$ cat config.mk
export PLATFORM = sky130hd
export DESIGN_NAME = h2r_channel
export DESIGN_NICKNAME = d
export VERILOG_FILES = /design/src/hw/rtl/h2r_pkg.sv /design/src/hw/rtl/h2r_channel.sv
export SDC_FILE = /design/constraint.sdc
export NUM_CORES = 2
export LEC_CHECK = 0
export BUFFER_PORTS_ARGS = -buffer_cell sky130_fd_sc_hd__buf_4
export CAP_MARGIN = 20
export CORE_AREA = 2 2 256 258
export CTS_BUF_LIST = sky130_fd_sc_hd__clkbuf_16
export DETAILED_ROUTE_END_ITERATION = 12
export DIE_AREA = 0 0 258 260
export GPL_TIMING_DRIVEN = 1
export PLACE_DENSITY_LB_ADDON = 0.3
export SLEW_MARGIN = 25
export SYNTH_ARGS = -nofsm -noshare
export SYNTH_HDL_FRONTEND = slang
export SYNTH_SLANG_ARGS = --single-unit
$ cat constraint.sdc
create_clock -name clk -period 14.7 [get_ports clk]
set_clock_uncertainty 0.15 [all_clocks]
set_input_delay 1.47 -clock clk [delete_from_list [all_inputs] [get_ports clk]]
set_output_delay 1.47 -clock clk [all_outputs]
set_load 0.01 [all_outputs]
$ cat src/hw/rtl/h2r_pkg.sv
// Shared types and constants for the HSL to RGB converter.
// No dependencies.
`timescale 1ns / 1ps
`default_nettype none

package h2r_pkg;

  // Pipeline depth from request to result strobe.
  localparam int PIPE_DEPTH = 6;

  // Hue band of one channel phase.
  typedef enum logic [1:0] {
    BAND_RISE,
    BAND_HIGH,
    BAND_FALL,
    BAND_LOW
  } band_t;

  // Phase offset of a channel: red leads, green centres, blue lags by a third.
  typedef enum logic [1:0] {
    PH_LEAD,
    PH_CENTRE,
    PH_LAG
  } phase_t;

endpackage

`default_nettype wire

$ cat src/hw/rtl/h2r_channel.sv
// One colour channel: ramp products, level sum and scaling to 8 bits.
// Three register stages. Depends on h2r_pkg.
`timescale 1ns / 1ps
`default_nettype none

module h2r_channel #(
  parameter int FRAC_BITS = 16
) (
  input  logic                   clk,
  input  h2r_pkg::band_t         band,
  input  logic [FRAC_BITS:0]     slope,
  input  logic [2*FRAC_BITS:0]   t1,
  input  logic [2*FRAC_BITS:0]   t2,
  input  logic [2*FRAC_BITS:0]   diff,
  output logic [7:0]             level
);
  import h2r_pkg::*;

  localparam int WY = 3 * FRAC_BITS + 2;

  logic [2*FRAC_BITS:0]   base;
  logic [2*FRAC_BITS:0]   base_next;
  logic [2*FRAC_BITS+1:0] ph;
  logic [2*FRAC_BITS+1:0] ph_next;
  logic [2*FRAC_BITS:0]   pl;
  logic [2*FRAC_BITS:0]   pl_next;
  logic [WY-1:0]          sum;
  logic [3*FRAC_BITS:0]   y;
  logic [3*FRAC_BITS+8:0] scaled;

  always_comb begin
    base_next = (band == BAND_HIGH) ? t2 : t1;
    ph_next   = slope * diff[2*FRAC_BITS:FRAC_BITS];
    pl_next   = slope * diff[FRAC_BITS-1:0];
  end

  always_ff @(posedge clk) begin
    base <= base_next;
    ph   <= ph_next;
    pl   <= pl_next;
  end

  always_comb begin
    sum = {1'b0, base, {FRAC_BITS{1'b0}}}
        + {ph, {FRAC_BITS{1'b0}}}
        + {{(FRAC_BITS + 1){1'b0}}, pl};
  end

  always_ff @(posedge clk) begin
    y <= sum[3*FRAC_BITS:0];
  end

  always_comb begin
    scaled = {y, 8'h00} - {8'h00, y};
  end

  always_ff @(posedge clk) begin
    level <= scaled[3*FRAC_BITS+7:3*FRAC_BITS];
  end

endmodule

`default_nettype wire

==> summary.md <==
| Metric | Value |
|---|---|
| Routed Antenna Nets | 0 |
| Critical R2R Capture | y[45] |
| Worst Reg2Reg Path Length in Cells | 12 |
| F_max | about 140 MHz |
| Crit path to | ph[29] |
| Number of hold buffers added after CTS | 0 |
| Ys flop type | dfxtp_1 |
| EDFF count, synth | 0 |
| Initial antenna violation count | 0 |
| Max Cap Viol | 0 |
| Slew headroom | 0.4663 |
| DPL Wire Length | 48,770 um |
| Worst hold slack | 176.9 ps |
| FF+latch count, synth | 156 |
| Initial Utilization | 0.3964 |
| Distinct cell type count after synthesis | 65 |
| Final Hold Vio Count | 0 |
| Post-synth ARST share | 0 |
| TritonCTS clock tree | done |
| Nets@finish | 3,712 |
| Crit Reg-Reg Startpoint | base[1] |
| Worst-skew pair later-pin latency | 450 ps |
| Min setup slack post-route | 7374 ps |
| Start point of the worst hold path | pl[9] |
| First-pass GRT wire length | about 100,000 um |
| DRT iter0 DRCs | 881 |
| Gr ovfl total | 0 |
| Chip height | 260 um |
| I/O pin cnt | 127 |
| Fin cells | 3,715 |
| Die Area | approximately 0.067 mm2 |
| Pin count of the biggest net entering global routing | 34 |
| Tcrit/Tclk final | 0.4984 |
| Critical Path RT | approximately 15,000 ps |
| WL final | 60,920 um |
| Antenna diodes | 0 |
| DR WL/cell | approximately 16 um |
| Synth Area per Inst | 9.087 um2 |
| Root Buffer | clkbuf_16 |
| Layout area overhead | 8.886% |
| CTS sink cnt | 156 |
| CP Class | input pin to flop |
| Number of remaining DRC errors | 0 |
| Setup_tns | 0 ps |
| Syn. warnings | 0 |
| Layout cells sized above 1 | 0.06993 |
| Core Rows | 93 |
| Setup Buffers After CTS | 0 |
| Clock slew at reported path FFs | 70 ps |
| Final setup violating endpoints | 0 |
| Post-synthesis cell area | 0.02542 mm2 |
| Pre-CTS setup slack | 6948 ps |
| Slew Viols, Final | 0 |
| Setup slack, reg-to-reg | 10,870 ps |
| Post-Syn Instances | 2,797 |
| Placed Cells | 3,684 |
| PortBufs | 126 |
| Die X | 258 um |
| Maximum fanout count along the critical path | 33 |
| Worst Setup End Kind | flop |
| Post-CTS sizing | 0 |
| Worst Setup SP | slope[7] |
| Most common cell after layout, fill and taps aside | inv_1 |
| Syn Nets | 3,661 |
| Total core area | approximately 0.064 mm2 |
| Hold crit path type | flop to flop |
| Crit start category | input pin |
| Status | finished, final reports clean |
| Via count | 18.17k |
| Max Root-Sink Buffers | 2 |
| Num CTS Buffers | 17 |
| Total GRT Usage | 0.1917 |
| Routability Congestion | 0.8646 |
| DRT Pass-1 Iters | 5 |
| Tmin final | around 7300 ps |
| Worst-Margin Slew | 780.4 ps |
| Via-to-Cell Ratio | 4.891 |
| RSZ-0062 raised after global routing | false |
| Seq/Total Area, Yosys | 0.1229 |
| Most frequent cells in the layout | inv_1 (566), fa_1 (449), nand2_1 (371) |
| Critical path data arrival time | 7550 ps |
| H-tree depth | 4 |
| Number of global-route vias before repair | 19.24k |
| Layout filler cell count | 6,370 |
## registers in the layout, indices dropped and copies added (netlist names)
register	cells
y	49
level	8
ph	33
pl	33
base	33
## logic make-up (layout without fill, tap and decap cells)
kind of cell / Yosys count / in the layout / synth area share
buffers and inverters: 662 / 725 / 0.09777
AND/OR/NAND/NOR: 797 / 797 / 0.1524
multiplexers: 33 / 33 / 0.01462
AO/OA/AOI/OAI: 317 / 317 / 0.08305
adder cells (fa/ha/maj): 745 / 745 / 0.4994
flip-flops: 156 / 156 / 0.1229
XOR/XNOR: 87 / 87 / 0.02998
## cell usage after synthesis, types with 3 or more instances
master	number	share of area
nand3_1	20	0.0039
a221o_1	3	0.0012
or3_1	5	0.0012
ha_1	296	0.15
nor3_1	27	0.0053
o2111ai_1	3	0.0010
nand4_1	13	0.0032
and3_1	13	0.0032
nor2_1	58	0.0086
o21ai_0	27	0.0053
o21bai_1	11	0.0032
o31ai_1	5	0.0015
o21ai_1	19	0.0037
nor3b_1	3	0.00089
o21a_1	17	0.0050
xnor2_1	64	0.022
a2111oi_0	4	0.0014
a211oi_1	10	0.0030
nor4_1	5	0.0012
or4_1	5	0.0015
inv_1	566	0.084
a211o_1	5	0.0017
fa_1	449	0.35
and2_1	250	0.062
nand2_1	371	0.055
xor2_1	23	0.0079
nor2b_1	10	0.0025
mux2_2	33	0.015
a31oi_1	7	0.0017
a21o_1	68	0.020
a21oi_1	97	0.019
nand2b_1	12	0.0030
o211ai_1	9	0.0027
dfxtp_1	156	0.12
clkbuf_1	96	0.014
o31a_1	3	0.0010
## stage by stage
stage	instance area, um2	utilization
floorplan	25420	-
global placement	27090	0.4225
detailed placement	27110	0.4229
CTS	27680	0.4316
global route	27680	0.4316
finish	27680	0.4316
## layer usage
| metal | global-route usage | up-vias | share of wire | wire length, um |
|---|---|---|---|---|
| met4 | 0.03902 | 0 | 0.013 | 808 |
| met5 | 0 | - | 0 | 0 |
| met3 | 0.02232 | 46 | 0.041 | 2518 |
| met2 | 0.3153 | 381 | 0.46 | 28190 |
| met1 | 0.2726 | 8987 | 0.48 | 29400 |
| li1 | - | 8756 | - | - |
## critical path, stage by stage
cell,delay (ps)
buf_4,370
nand2_1,150
fa_1,550
inv_1,50
fa_1,520
inv_1,60
fa_1,530
inv_1,50
fa_1,390
fa_1,520
inv_1,50
fa_1,470
inv_1,40
ha_1,320
a21o_1,190
a21o_1,170
a21oi_1,210
o21ai_1,170
a221oi_1,720
o31ai_1,150
a21oi_1,210
xnor2_1,150
## worst min-delay path by stage
stage                  to  cells past startpoint
floorplan            y[0]                      0
global placement    y[15]                      0
detailed placement   y[7]                      0
CTS                  y[9]                      0
global route         y[7]                      0
finish               y[9]                      0
## final cells by class
class / instances / area, um2 / share of cell area
Tap cell: 855 / 1070 / 0.03865
Timing Repair Buffer: 128 / 980.9 / 0.03544
Multi-Input combinational cell: 1979 / 19820 / 0.7160
Sequential cell: 156 / 3123 / 0.1128
Clock buffer: 17 / 425.4 / 0.01537
Clock inverter: 14 / 135.1 / 0.004883
Inverter: 566 / 2125 / 0.07677
Power is left out: the tool's default activity adds up to more than one toggle a clock period on the data nets, which glitch-free logic cannot reach.
