[src/hw/rtl/h2r_pkg.sv]
// Shared types and constants for the HSL to RGB converter.
// No dependencies.
`timescale 1ns / 1ps
`default_nettype none

package h2r_pkg;

  // Pipeline depth from request to result strobe.
  localparam int PIPE_DEPTH = 6;

  // Hue band of one channel phase.
  typedef enum logic [1:0] {
    BAND_RISE,
    BAND_HIGH,
    BAND_FALL,
    BAND_LOW
  } band_t;

  // Phase offset of a channel: red leads, green centres, blue lags by a third.
  typedef enum logic [1:0] {
    PH_LEAD,
    PH_CENTRE,
    PH_LAG
  } phase_t;

endpackage

`default_nettype wire

[src/hw/rtl/h2r_lightness.sv]
// Lightness terms: t2, t1 and their difference at 2*FRAC_BITS fraction bits.
// Two register stages. Depends on h2r_pkg for house style only.
`timescale 1ns / 1ps
`default_nettype none

module h2r_lightness #(
  parameter int FRAC_BITS = 16
) (
  input  logic                   clk,
  input  logic [FRAC_BITS:0]     saturation,
  input  logic [FRAC_BITS:0]     lightness,
  output logic [2*FRAC_BITS:0]   t1,
  output logic [2*FRAC_BITS:0]   t2,
  output logic [2*FRAC_BITS:0]   diff
);
  import h2r_pkg::*;

  localparam int WX = 2 * FRAC_BITS + 2;

  logic [2*FRAC_BITS:0] ls;
  logic [2*FRAC_BITS:0] ls_next;
  logic [FRAC_BITS:0]   l_d;
  logic [FRAC_BITS:0]   s_d;
  logic                 low;
  logic                 low_next;
  logic [WX-1:0]        lw;
  logic [WX-1:0]        sw;
  logic [WX-1:0]        lsw;
  logic [WX-1:0]        t1x;
  logic [WX-1:0]        t2x;
  logic [WX-1:0]        dx;

  always_comb begin
    ls_next  = saturation * lightness;
    low_next = (lightness[FRAC_BITS:FRAC_BITS-1] == 2'b00);
  end

  always_ff @(posedge clk) begin
    ls  <= ls_next;
    l_d <= lightness;
    s_d <= saturation;
    low <= low_next;
  end

  always_comb begin
    lw  = {1'b0, l_d, {FRAC_BITS{1'b0}}};
    sw  = {1'b0, s_d, {FRAC_BITS{1'b0}}};
    lsw = {1'b0, ls};
    if (low) begin
      t2x = lw + lsw;
      t1x = lw - lsw;
      dx  = lsw << 1;
    end else begin
      t2x = lw + sw - lsw;
      t1x = lw - sw + lsw;
      dx  = (sw - lsw) << 1;
    end
  end

  always_ff @(posedge clk) begin
    t1   <= t1x[2*FRAC_BITS:0];
    t2   <= t2x[2*FRAC_BITS:0];
    diff <= dx[2*FRAC_BITS:0];
  end

endmodule

`default_nettype wire

[config.mk]
export PLATFORM = sky130hd
export DESIGN_NAME = h2r_lightness
export DESIGN_NICKNAME = d
export VERILOG_FILES = /design/src/hw/rtl/h2r_pkg.sv /design/src/hw/rtl/h2r_lightness.sv
export SDC_FILE = /design/constraint.sdc
export NUM_CORES = 1
export LEC_CHECK = 0
export ABC_AREA = 1
export ABC_CLOCK_PERIOD_IN_PS = 6540
export BUFFER_PORTS_ARGS = -buffer_cell sky130_fd_sc_hd__buf_2
export CAP_MARGIN = 20
export CORE_MARGIN = 2
export CORE_UTILIZATION = 35
export CTS_CLUSTER_SIZE = 8
export DETAILED_ROUTE_END_ITERATION = 12
export PLACE_DENSITY_LB_ADDON = 0.2
export RECOVER_POWER = 100
export SYNTH_ARGS = -nofsm -noshare
export SYNTH_HDL_FRONTEND = slang
export SYNTH_SLANG_ARGS = --single-unit
[constraint.sdc]
create_clock -name clk -period 6.54 [get_ports clk]
set_clock_uncertainty 0.2 [all_clocks]
set_input_delay 0.654 -clock clk [delete_from_list [all_inputs] [get_ports clk]]
set_output_delay 0.654 -clock clk [all_outputs]
set_load 0.03 [all_outputs]
==> flow_metrics.env <==
export IMPL_reg2reg_to="t1[10]"
export IMPL_ys_warnings_count=0
export IMPL_critPathBufInv=5
export IMPL_grt_pass1_vias=20000
export IMPL_wl_per_cell_microns=18.3
export IMPL_slew_headroom=-1.71
export IMPL_row_count=91
export IMPL_num_vias=19700
export IMPL_max_cap_viol_count=1
export IMPL_grt_pass1_wl_microns=115000
export IMPL_rsz0062_at_grt="false"
export IMPL_drcViolationCount=0
export IMPL_grt_overflow=0
export IMPL_worstMarginPinSlew_ps=4060
export IMPL_synth_area_leaders="fa_1 23%, nand2_1 15%, dfxtp_1 14%, inv_1 13%, ha_1 12%"
export IMPL_timing_rr_start="low"
export IMPL_syn_area_per_cell_sq_um=6.89
export IMPL_gr_usage_all_layers=0.238
export IMPL_die_w_microns=255
export IMPL_setup_viol=0
export IMPL_grt_max_degree=83
export IMPL_cts_inserted_buffers=17
export IMPL_clkSinkCount=156
export IMPL_synth_edff_count=0
export IMPL_routed_wl_microns=75000
export IMPL_die_y_microns=255
export IMPL_r2r_cells=5
export IMPL_async_flop_share=0
export IMPL_path_max_fanout=12
export IMPL_syn_to_final_growth_pct=8.15
export IMPL_path_clk_slew_ps=90
export IMPL_cpMaxStageDelayCell="clkbuf_1"
export IMPL_nNetsFinal=3756
export IMPL_synth_cell_area_sq_um=22000
export IMPL_cp_start_kind="input port"
export IMPL_clk_latency_ps=510
export IMPL_tns_ps=0
export IMPL_antenna_found_initial=5
export IMPL_synth_fp_nets=3694
export IMPL_yosysUniqueCellTypes=45
export IMPL_min_period_ps=6160
export IMPL_top_layer="met5"
export IMPL_cts_root_buffer="clkbuf_16"
export IMPL_synthDominantCellAreaShare=0.233
export IMPL_path_cells="clkbuf_1 > nand2_1 > fa_1 > fa_1 > inv_1 > fa_1 > fa_1 > fa_1 > inv_1 > fa_1 > inv_1 > ha_1 > nand2_1 > nor2_1 > inv_1 > nor3_1 > nand4_1 > nand3_1 > xor2_1"
export IMPL_route_met3_wl_microns=3730
export IMPL_violations="capacitance limit, slew limit"
export IMPL_io_buffers=132
export IMPL_viasPerCell=4.81
export IMPL_min_path_type="reg -> reg"
export IMPL_m1WireLength_microns=34200
export IMPL_io_pins=134
export IMPL_required_ps=6790
export IMPL_syn_inst=3189
export IMPL_core_sq_um=61800
export IMPL_cts_resized=0
export IMPL_fmax_mhz=162
export IMPL_holdPathEnd="t2[0]"
export IMPL_start_util=0.355
export IMPL_yosys_top_cells_count="868 x nand2_1, 752 x inv_1, 256 x fa_1"
export IMPL_yosysTopAreaCell="fa_1"
export IMPL_crit_top_cell="fa_1"
export IMPL_drv_slew=83
export IMPL_place_gp_congestion=0.957
export IMPL_critPathTopFamily="adder cells"
export IMPL_ctsLongestPathBuffers=2
export IMPL_postCtsSetupRepairBufs=0
export IMPL_cts_hold_buf=0
export IMPL_postRouteAntennaNets=0
export IMPL_end_kind="flop"
export IMPL_ys_seq_area_frac=0.142
export IMPL_whs_path_depth=0
export IMPL_slowest_delay_ps=660
export IMPL_yosysMostFrequentCell="nand2_1"
export IMPL_finalHoldViolations=0
export IMPL_cts_tree="built"
export IMPL_synth_ff_type="dfxtp_1"
export IMPL_met2WireLength_microns=34300
export IMPL_drt_iter0_drc=1121
export IMPL_outcome="finished, violations left"
export IMPL_layout_drive_gt1_share=0.0319
export IMPL_finalCritPeriodShare=0.942
export IMPL_synth_seq_cells=156
export IMPL_path_class="in -> reg"
export IMPL_cts_htree_levels=4
export IMPL_r2r_slack_ps=840
export IMPL_min_from="ls[0]"
export IMPL_arrival_ps=6410
export IMPL_place_hpwl_microns=62900
export IMPL_die_area_sq_um=64800
export IMPL_firstDrtPassIters=7
## cells by family after synthesis
kind of cell | share of synthesized area
AND/OR/NAND/NOR | 0.250
XOR/XNOR | 0.0243
buffers and inverters | 0.150
adder cells (fa/ha/maj) | 0.355
AO/OA/AOI/OAI | 0.0781
other | 0.000171
flip-flops | 0.142
## metrics by stage
| stage | hold WS (ps) | setup slack [ps] | utilization | cells | cell area, sq um |
|---|---|---|---|---|---|
| after floorplan | 197 | 701 | - | 3189 | 22000 |
| after global placement | 231 | 45.6 | 0.377 | 4069 | 23300 |
| after detailed placement | 232 | 80.9 | 0.377 | 4069 | 23300 |
| after CTS | 204 | 620 | 0.387 | 4101 | 23900 |
| after global routing | 251 | 146 | 0.384 | 4102 | 23800 |
| final | 226 | 377 | 0.384 | 4102 | 23800 |
## layer usage
| layer | up-vias | global-route usage |
|---|---|---|
| li1 | 9711 | - |
| met5 | - | 0 |
| met3 | 130 | 0.0313 |
| met4 | 2 | 0.0913 |
| met2 | 556 | 0.395 |
| met1 | 9317 | 0.314 |
## cells in the final DEF, fill, tap and decap left out, types with 3 or more instances in the layout
cell type	count
nand3b_1	9
inv_2	4
a31oi_1	4
nor3_1	27
nor2_4	4
o21ai_2	4
a21o_1	12
ha_1	214
inv_6	5
xor2_1	50
buf_2	27
clkbuf_1	108
dfxtp_1	155
o21a_1	5
a21oi_1	138
and2_1	3
xnor2_1	11
o21bai_1	21
inv_8	4
nor2_1	182
nand2_1	868
nand4_1	46
o21ai_0	120
fa_1	256
clkbuf_16	17
or2_2	5
buf_4	14
nand3_1	170
inv_1	751
nor3_2	3
## registers in the layout (all words and copies together) (netlist names)
name,count
t2,33
low,1
l_d,17
ls,33
diff,23
t1,32
s_d,17
## worst max-delay path by stage
stage                   to  slack (ps)  cells after the start      startpoint
finish              ls[25]         380                     19   saturation[1]
CTS                 ls[25]         620                     22  saturation[11]
floorplan           ls[28]         700                     21   saturation[7]
global route        ls[25]         150                     19   saturation[1]
detailed placement  ls[25]          80                     22  saturation[11]
global placement    ls[25]          50                     19  saturation[16]
## layout make-up
class | instances | area [sq um]
Inverter | 755 | 2830
Sequential cell | 156 | 3120
Clock inverter | 14 | 126
Fill cell | 6819 | 38100
Tap cell | 837 | 1050
Multi-Input combinational cell | 2172 | 15500
Antenna cell | 1 | 2.50
Clock buffer | 18 | 439
Timing Repair Buffer | 149 | 646
Power is not shown: default switching activity piles up to over one toggle a cycle in this logic, so the estimate is an artifact.
