**config.mk**
```make
export PLATFORM = sky130hd
export DESIGN_NAME = h2r_phase
export DESIGN_NICKNAME = d
export VERILOG_FILES = /design/src/hw/rtl/h2r_pkg.sv /design/src/hw/rtl/h2r_phase.sv
export SDC_FILE = /design/constraint.sdc
export NUM_CORES = 1
export LEC_CHECK = 0
export CAP_MARGIN = 0
export CORE_MARGIN = 1
export CORE_UTILIZATION = 26
export CTS_CLUSTER_SIZE = 16
export DETAILED_ROUTE_END_ITERATION = 12
export DONT_BUFFER_PORTS = 1
export PLACE_DENSITY = 0.47
export SYNTH_ARGS = -nofsm -noshare
export SYNTH_HDL_FRONTEND = slang
export SYNTH_SLANG_ARGS = --single-unit
```
**constraint.sdc**
```tcl
create_clock -name clk -period 3.55 [get_ports clk]
set_input_delay 0.1775 -clock clk [delete_from_list [all_inputs] [get_ports clk]]
set_output_delay 0.1775 -clock clk [all_outputs]
set_load 0.01 [all_outputs]
```
**src/hw/rtl/h2r_pkg.sv**
```systemverilog
// Shared types and constants for the HSL to RGB converter.
// No dependencies.
`timescale 1ns / 1ps
`default_nettype none

package h2r_pkg;

  // Pipeline depth from request to result strobe.
  localparam int PIPE_DEPTH = 6;

  // Hue band of one channel phase.
  typedef enum logic [1:0] {
    BAND_RISE,
    BAND_HIGH,
    BAND_FALL,
    BAND_LOW
  } band_t;

  // Phase offset of a channel: red leads, green centres, blue lags by a third.
  typedef enum logic [1:0] {
    PH_LEAD,
    PH_CENTRE,
    PH_LAG
  } phase_t;

endpackage

`default_nettype wire

```
**src/hw/rtl/h2r_phase.sv**
```systemverilog
// Channel phase: offset and wrap the hue, then classify its band and slope.
// Two register stages. Depends on h2r_pkg.
`timescale 1ns / 1ps
`default_nettype none

module h2r_phase #(
  parameter int FRAC_BITS = 16,
  parameter h2r_pkg::phase_t PHASE = h2r_pkg::PH_CENTRE
) (
  input  logic                 clk,
  input  logic [FRAC_BITS:0]   hue,
  output h2r_pkg::band_t       band,
  output logic [FRAC_BITS:0]   slope
);
  import h2r_pkg::*;

  localparam int WS = FRAC_BITS + 3;
  localparam int WM = FRAC_BITS + 4;
  localparam logic [WS-1:0] ONE_S   = WS'(1 << FRAC_BITS);
  localparam logic [WS-1:0] THIRD_S = WS'((1 << FRAC_BITS) / 3);
  localparam logic [WM-1:0] ONE_M   = WM'(1 << FRAC_BITS);
  localparam logic [WM-1:0] TWO_M   = WM'(2 * (1 << FRAC_BITS));
  localparam logic [WM-1:0] SIX_TT_M = WM'(6 * ((2 * (1 << FRAC_BITS)) / 3));

  logic signed [WS-1:0] raw;
  logic signed [WS-1:0] wrapped;
  logic [FRAC_BITS:0]   t3;
  logic [FRAC_BITS:0]   t3_next;
  logic [WM-1:0]        t3x;
  logic [WM-1:0]        six;
  logic [WM-1:0]        two;
  logic [WM-1:0]        three;
  logic [WM-1:0]        m;
  band_t                band_next;
  logic [FRAC_BITS:0]   slope_next;

  always_comb begin
    case (PHASE)
      PH_LEAD: raw = $signed({2'b00, hue}) + $signed(THIRD_S);
      PH_LAG:  raw = $signed({2'b00, hue}) - $signed(THIRD_S);
      default: raw = $signed({2'b00, hue});
    endcase
    if (raw < 0) begin
      wrapped = raw + $signed(ONE_S);
    end else if (raw > $signed(ONE_S)) begin
      wrapped = raw - $signed(ONE_S);
    end else begin
      wrapped = raw;
    end
    t3_next = wrapped[FRAC_BITS:0];
  end

  always_ff @(posedge clk) begin
    t3 <= t3_next;
  end

  always_comb begin
    t3x   = {3'b000, t3};
    six   = (t3x << 2) + (t3x << 1);
    two   = t3x << 1;
    three = (t3x << 1) + t3x;
    if (six < ONE_M) begin
      band_next = BAND_RISE;
      m         = six;
    end else if (two < ONE_M) begin
      band_next = BAND_HIGH;
      m         = '0;
    end else if (three < TWO_M) begin
      band_next = BAND_FALL;
      m         = SIX_TT_M - six;
    end else begin
      band_next = BAND_LOW;
      m         = '0;
    end
    slope_next = m[FRAC_BITS:0];
  end

  always_ff @(posedge clk) begin
    band  <= band_next;
    slope <= slope_next;
  end

endmodule

`default_nettype wire

```
==> summary.txt, run 1 <==
Synth
  – Mapped cell area: 0.00228 sq mm
  – Ys flop type: dfxtp_1
  – Count leader, synth: dfxtp_1
  – Synth top cells by count: dfxtp_1, nor2_1, a21oi_1, ha_1, nand2_1
  – Synth top area cells: dfxtp_1, ha_1, a21oi_1, nor2_1, nand2_1
  – #FFs+latches synth: 35
  – Synth cell types: just over 70
  – Sequential share of the synthesized area: between 30 and 40%
  – Yosys warns: 0
  – Share of the synthesized area in the top cell type: 30.8%
  – Post-synth EDFFs: 0
  – Syn nets: 281
  – Post-synthesis async set-or-reset flop share: 0%
  – Average cell area after synthesis: between 9 and 10 sq um
  – Cell count after synthesis: ~240
  – Cell taking the most area after synthesis: dfxtp_1

Die
  – Rows: 33
  – Die area: 0.00914 sq mm
  – Core ar.: 0.00834 sq mm
  – Starting Density: a little over a quarter
  – Chip height: 95.6 um
  – Die X: 95.6 um
  – I/O pin total: 37

Route
  – Via density: 5.08
  – Detail Route Antenna Nets: 0
  – Pre-antenna DRT Iters: 4
  – Via count: 1873
  – Violation count after the first detailed-route iteration: 68
  – Number of remaining DRC errors: 0
  – Avg WL per Cell: 13.7 um
  – Final wirelength: 5.04 mm

Place
  – Dpl hpwl: about 4 mm
  – RD Place Congestion: 0.798
  – PortBufs: 0
  – Placed inst area: between 0.002 and 0.0025 sq mm

Cells and area
  – Ant diodes: 0
  – Area occupied by multi-input gates: between 0.001 and 0.0015 sq mm
  – Final instance area: between 0.002 and 0.003 sq mm
  – P&R area growth vs syn: 15.2%
  – Sequential cell area: 701 sq um
  – Fillers: around 900
  – # nets final: 301
  – Ratio of cells with drive above 1 in the final layout: 13.6%

Timing
  – RSZ-0062 raised after global routing: false
  – Slew HR: 61.3%
  – Period Utilization, post-route: 92.9%
  – Worst-margin pin slew: a little under 0.6 ns
  – Hold_ws: 0.110 ns
  – Hold Vio Cnt, Final: 0
  – Clock Skew: 0.00222 ns
  – Fmax: 303 MHz
  – Endpoints failing setup: 0
  – Final setup TNS: 0 ns
  – Crit path time final: 3.30 ns
  – Slew Limit Fails: 0

Worst setup path
  – R2r startpoint: t3[0]
  – Reg2reg end: slope[7]
  – Worst R2R Path Depth: 10
  – Worst Path Required: 3.72 ns
  – Worst reg-to-reg setup slack: 0.25 ns
  – Max Fanout on Critical Path: 16
  – Critical Path End Type: register
  – CP startpoint kind: register
  – CP Class: reg -> reg
  – CP Data Arrival Time: 3.47 ns

CTS
  – Clock Sinks: 35
  – CTS tree: yes
  – Cts bufs inserted: 5
  – Cts repair resizes: 0
  – Skew-Pair Late Insertion Delay: about 0.28 ns
  – CTS HTree Levels: 2
  – Worst-path clk slew: 0.07 ns
  – Clk buf depth: 2
  – Clk root buf: clkbuf_8
  – Post-CTS repair timing setup buffer count: 0

Power
  – Pwr dens: 431 mW/mm^2
  – LEAKAGE: 0.00108 uW
  – Max VDD drop: 0.000188 V

GRT
  – Vias in the first global route: between 1500 and 2000
  – GRT Total Usage: 11.7%
  – Grt ovf: 0
  – Initial antenna violation count: 0
  – Pin count of the biggest net entering global routing: 17
  – First-pass GRT wire length: 8.34 mm

Min path
  – Min-delay worst type: in -> reg
  – Hold depth: 3
  – Hold Crit Endpoint: t3[16]
  – Hold path startpoint: hue[7]

Outcome
  – Status: complete, no violations

Run
  – MaxCap Viol Count: 0
cell families after synthesis:
family	after synthesis	share of synthesized area, %
compound gates	75	25.9
xor+xnor	11	4.89
fa+ha+maj	20	11.3
buf+inv	14	3.51
flops	35	30.8
mux	1	0.439
other cells	1	0.165
simple gates	86	23.1
what timing repair did:
action                                  in CTS  in global routing
hold endpoints to repair                    17                  0
hold buffers                                16                  0
endpoints found under the setup margin       0                  0
metrics by stage:
| stage | utilization, % | instances | setup WS (ns) | power [uW] |
|---|---|---|---|---|
| 6_report | 31.5 | 369 | 0.253 | 1130 |
| 5_1_grt | 31.5 | 369 | 0.0559 | 1210 |
| 4_1_cts | 31.5 | 369 | 0.237 | 1150 |
| 3_5_place_dp | 28.6 | 345 | 0.250 | 849 |
| 3_3_place_gp | 28.6 | 345 | 0.290 | 847 |
| 2_1_floorplan | - | 243 | 0.538 | 785 |
placed cells by master, fill, tap and decap left out, types with 3 or more instances in the layout:
| cell | netlist | routed |
|---|---|---|
| inv_1 | 8 | 8 |
| nand4_1 | 4 | 4 |
| buf_4 | 2 | 3 |
| nand3_1 | 5 | 5 |
| a211oi_1 | 4 | 4 |
| ha_1 | 19 | 19 |
| nor4_1 | 4 | 4 |
| dfxtp_1 | 35 | 35 |
| o22ai_1 | 5 | 5 |
| clkbuf_8 | 0 | 5 |
| a22o_1 | 5 | 5 |
| a21oi_1 | 19 | 19 |
| nand3b_1 | 3 | 3 |
| dlygate4sd3_1 | 0 | 16 |
| and3_1 | 4 | 4 |
| nand2_1 | 13 | 13 |
| xnor2_1 | 5 | 5 |
| xor2_1 | 4 | 4 |
| nor2b_1 | 3 | 3 |
| a21o_1 | 4 | 4 |
| nand2b_1 | 5 | 5 |
| o21ai_0 | 8 | 8 |
| nor2_1 | 20 | 20 |
worst max-delay path, stage by stage, from the launching register on:
cell	delay, ns
dfxtp_1	0.37
ha_1	0.23
fa_1	0.41
a211oi_2	0.34
o31ai_4	0.15
o311a_1	0.35
o221ai_2	0.21
xnor2_2	0.18
and4bb_1	0.44
a31o_2	0.29
a22o_1	0.22
flip-flops by register name, summed over array words and instances (netlist names):
register and flops:
t3 17, slope 16, band 2
area by class of cell:
| type | instances | share of cell area (%) |
|---|---|---|
| well taps | 105 | 5.01 |
| multi-input cells | 194 | 57.1 |
| flip-flops and latches | 35 | 26.7 |
| inverters | 8 | 1.14 |
| clock inverters | 1 | 0.191 |
| clock buffers | 7 | 2.91 |
| repair buffers | 19 | 6.96 |
layer usage:
layer | share of wire (%) | GRT usage (%) | up-vias
met5 | 0 | 0 | -
met4 | 1.1 | 2.99 | 0
met3 | 4.4 | 2.63 | 4
met2 | 42 | 17.3 | 55
met1 | 53 | 17.0 | 860
li1 | - | - | 954
how the worst max path moves through the flow:
stage | from | to | slack [ns] | cells after the start
floorplan | t3[1] | slope[7] | 0.54 | 11
global placement | t3[1] | slope[7] | 0.29 | 10
detailed placement | t3[0] | slope[7] | 0.25 | 10
CTS | t3[0] | slope[7] | 0.24 | 10
global route | t3[0] | slope[7] | 0.06 | 10
finish | t3[0] | slope[7] | 0.25 | 10
power breakdown:
part	internal, uW	switching [uW]
clock network	138	138
logic	154	208
registers	448	44.6
Note: power is estimated with default switching activity, not from simulation.
==> inputs of run 2 (changes only) <==
==> constraint.sdc (replaced) <==
create_clock -name clk -period 4 [get_ports clk]
set_input_delay 0.2 -clock clk [delete_from_list [all_inputs] [get_ports clk]]
set_output_delay 0.2 -clock clk [all_outputs]
set_load 0.01 [all_outputs]
==> run 2 against run 1 <==
First-iteration DRC count up 4.4%. Worst setup slack better by 0.45 ns. Final area fell by 0.57%. Clock-buffer cell count unchanged. Critical endpoint unchanged. Largest power group unchanged.
==> summary.txt, run 2 (synthesis results as in run 1) <==
Timing
  – Crit path time final: 3.30 ns (-0.000722 ns)
  – Clock Skew: 0.00468 ns (+0.00246 ns)
  – Worst-margin pin slew: 0.580 ns (-0.000621 ns)
  – Hold_ws: 0.141 ns (+0.0309 ns)
  – Hold Vio Cnt, Final: 0 (unchanged)
  – Slew Limit Fails: 0 (unchanged)
  – Fmax: 303 MHz (about the same)
  – Final setup TNS: 0 ns (unchanged)
  – Slew HR: 61.0% (-0.25 points)
  – Period Utilization, post-route: 82.4% (-10 points)
  – Endpoints failing setup: 0 (unchanged)
  – RSZ-0062 raised after global routing: false

CTS
  – Clock Sinks: 35 (unchanged)
  – CTS HTree Levels: 2 (unchanged)
  – Worst-path clk slew: 0.07 ns (about the same)
  – Clk buf depth: 2 (unchanged)
  – Skew-Pair Late Insertion Delay: 0.28 ns (about the same)
  – CTS tree: yes
  – Post-CTS repair timing setup buffer count: 0 (unchanged)
  – Clk root buf: clkbuf_8
  – Cts bufs inserted: 5 (unchanged)

Worst setup path
  – CP startpoint kind: register
  – Critical Path Source: t3[1]
  – Critical Path End Type: register
  – Worst R2R Path Depth: 10 (unchanged)
  – Worst path depth: 10 (unchanged)
  – CP Data Arrival Time: 3.47 ns (about the same)
  – CP peak stage delay: 0.44 ns (about the same)
  – Critical path's slowest cell: and4bb_1
  – R2r startpoint: t3[1]
  – Cell-by-cell trace of the critical path: ha_1 > fa_1 > a211oi_2 > o31ai_4 > o311a_1 > o221ai_2 > xnor2_2 > and4bb_1 > a31o_2 > a22o_1
  – Worst Path Required: 4.18 ns (+0.46 ns)
  – Crit path max-delay family: compound AO/OA/AOI/OAI gates
  – CP Class: reg -> reg
  – Max Fanout on Critical Path: 16 (unchanged)
  – Buffers & Inverters on Critical Path: 0 (unchanged)

Die
  – Die X: 95.6 um (unchanged)
  – Chip height: 95.6 um (unchanged)
  – I/O pin total: 37 (unchanged)
  – Starting Density: 27.3% (unchanged)
  – Core ar.: 0.00834 sq mm (unchanged)
  – Rows: 33 (unchanged)
  – Die area: 0.00914 sq mm (unchanged)

Cells and area
  – Ant diodes: 0 (unchanged)
  – Max FFs per register: 17 (unchanged)
  – Largest Register: t3
  – Most frequent cells in the layout: dfxtp_1, nor2_1, a21oi_1, ha_1, dlygate4sd3_1
  – Most common cell after layout, fill and taps aside: dfxtp_1
  – Post-Layout Cell Count: 367 (-0.54%)
  – Fillers: 893 (-0.33%)
  – P&R area growth vs syn: 14.5%
  – Ratio of cells with drive above 1 in the final layout: 13.0% (-0.66 points)
  – Largest regs: t3: 17 flops, slope: 16 flops, band: 2 flops
  – # nets final: 299 (-0.66%)

Power
  – Power share of the combinational group: 31.6% (-0.4 points)
  – Switch Pwr: 345 uW (-12%)
  – Clk pwr share: 24.5% (about the same)
  – LEAKAGE: 0.00107 uW (-0.91%)
  – Max VDD drop: 0.000136 V (-28%)
  – Pwr dens: 382 mW/mm^2 (-11%)
  – Internal: 653 uW (-12%)
  – Switch share: 34.6% (+0.035 points)
  – Sequential Power Share: 43.9% (+0.3 points)

Outcome
  – Status: complete, no violations

Place
  – PortBufs: 0 (unchanged)
  – Dpl hpwl: 4.01 mm (+1.9%)
  – Placed insts: 343 (-0.58%)
  – RD Place Congestion: 0.785 (-1.6%)

Min path
  – Hold depth: 3 (unchanged)
  – Hold path startpoint: hue[7]
  – Min-delay worst type: in -> reg

Route
  – Final wirelength: 5.04 mm (about the same)
  – Avg WL per Cell: 13.7 um (+0.60%)
  – Number of remaining DRC errors: 0 (unchanged)
  – Detail Route Antenna Nets: 0 (unchanged)
  – Pre-antenna DRT Iters: 4 (unchanged)
  – Via density: 4.97 (-2.1%)
  – Via count: 1823 (-2.7%)
  – Violation count after the first detailed-route iteration: 71 (+4.4%)

GRT
  – GRT Total Usage: 11.8% (+0.091 points)
  – First-pass GRT wire length: 8.25 mm (-1.0%)
  – Vias in the first global route: 1683 (-2.2%)
  – Pin count of the biggest net entering global routing: 17 (unchanged)
  – Grt ovf: 0 (unchanged)
  – Initial antenna violation count: 0 (unchanged)

Run
  – MaxCap Viol Count: 0 (unchanged)
-- run 2: power by group through the flow --
stage	Clock, uW	Sequential (uW)	Combinational [uW]
floorplan	0	441	256
global placement	0	447	300
detailed placement	0	448	301
CTS	258	439	315
global route	270	445	350
finish	245	438	315
-- run 2: worst paths after layout --
path	end	slack, ns
max	slope[7]	0.70
max reg2reg	slope[7]	0.70
min reg2reg	slope[1]	0.55
min	t3[16]	0.14
-- run 2: per-stage QoR --
| step | power (uW) | setup WS [ns] | util [%] | instance area [sq um] |
|---|---|---|---|---|
| 2_1_floorplan | 697 | 0.988 | - | 2280 |
| 5_1_grt | 1070 | 0.404 | 31.3 | 2610 |
| 4_1_cts | 1010 | 0.678 | 31.3 | 2610 |
| 6_report | 997 | 0.704 | 31.3 | 2610 |
| 3_5_place_dp | 749 | 0.692 | 28.4 | 2370 |
| 3_3_place_gp | 747 | 0.746 | 28.4 | 2370 |
-- run 2: metal layers --
layer  share of wire, %  GRT usage, %  routed length, um  up-vias
met4               0.69          2.99                 35        0
met5                  0             0                  0        -
met1                 52          17.1               2640      834
met3                4.5          2.79                228        2
li1                   -             -                  -      942
met2                 42          17.4               2140       45
-- run 2: repair_timing --
item,in CTS,in global routing
endpoints found under the hold margin,17,0
hold buffers,16,0
resized for setup,0,0
-- run 2: cell type report --
cell class                 count  area, sq um  area share, %
sequential                    35          701           26.9
inverter                       8         30.0           1.15
multi-input combinational    194         1500           57.4
tap                          105          131           5.04
clock buffer                   7         76.3           2.93
timing repair buffer          17          168           6.43
clock inverter                 1         5.00          0.192
-- run 2: worst reg2reg max path, delay by kind of cell, from the launching register on --
family                   cells  cell delay, ns
adder cells (fa/ha/maj)      2            0.66
AND/OR/NAND/NOR              1            0.45
flip-flops                   1            0.35
AO/OA/AOI/OAI                6            1.55
XOR/XNOR                     1            0.18
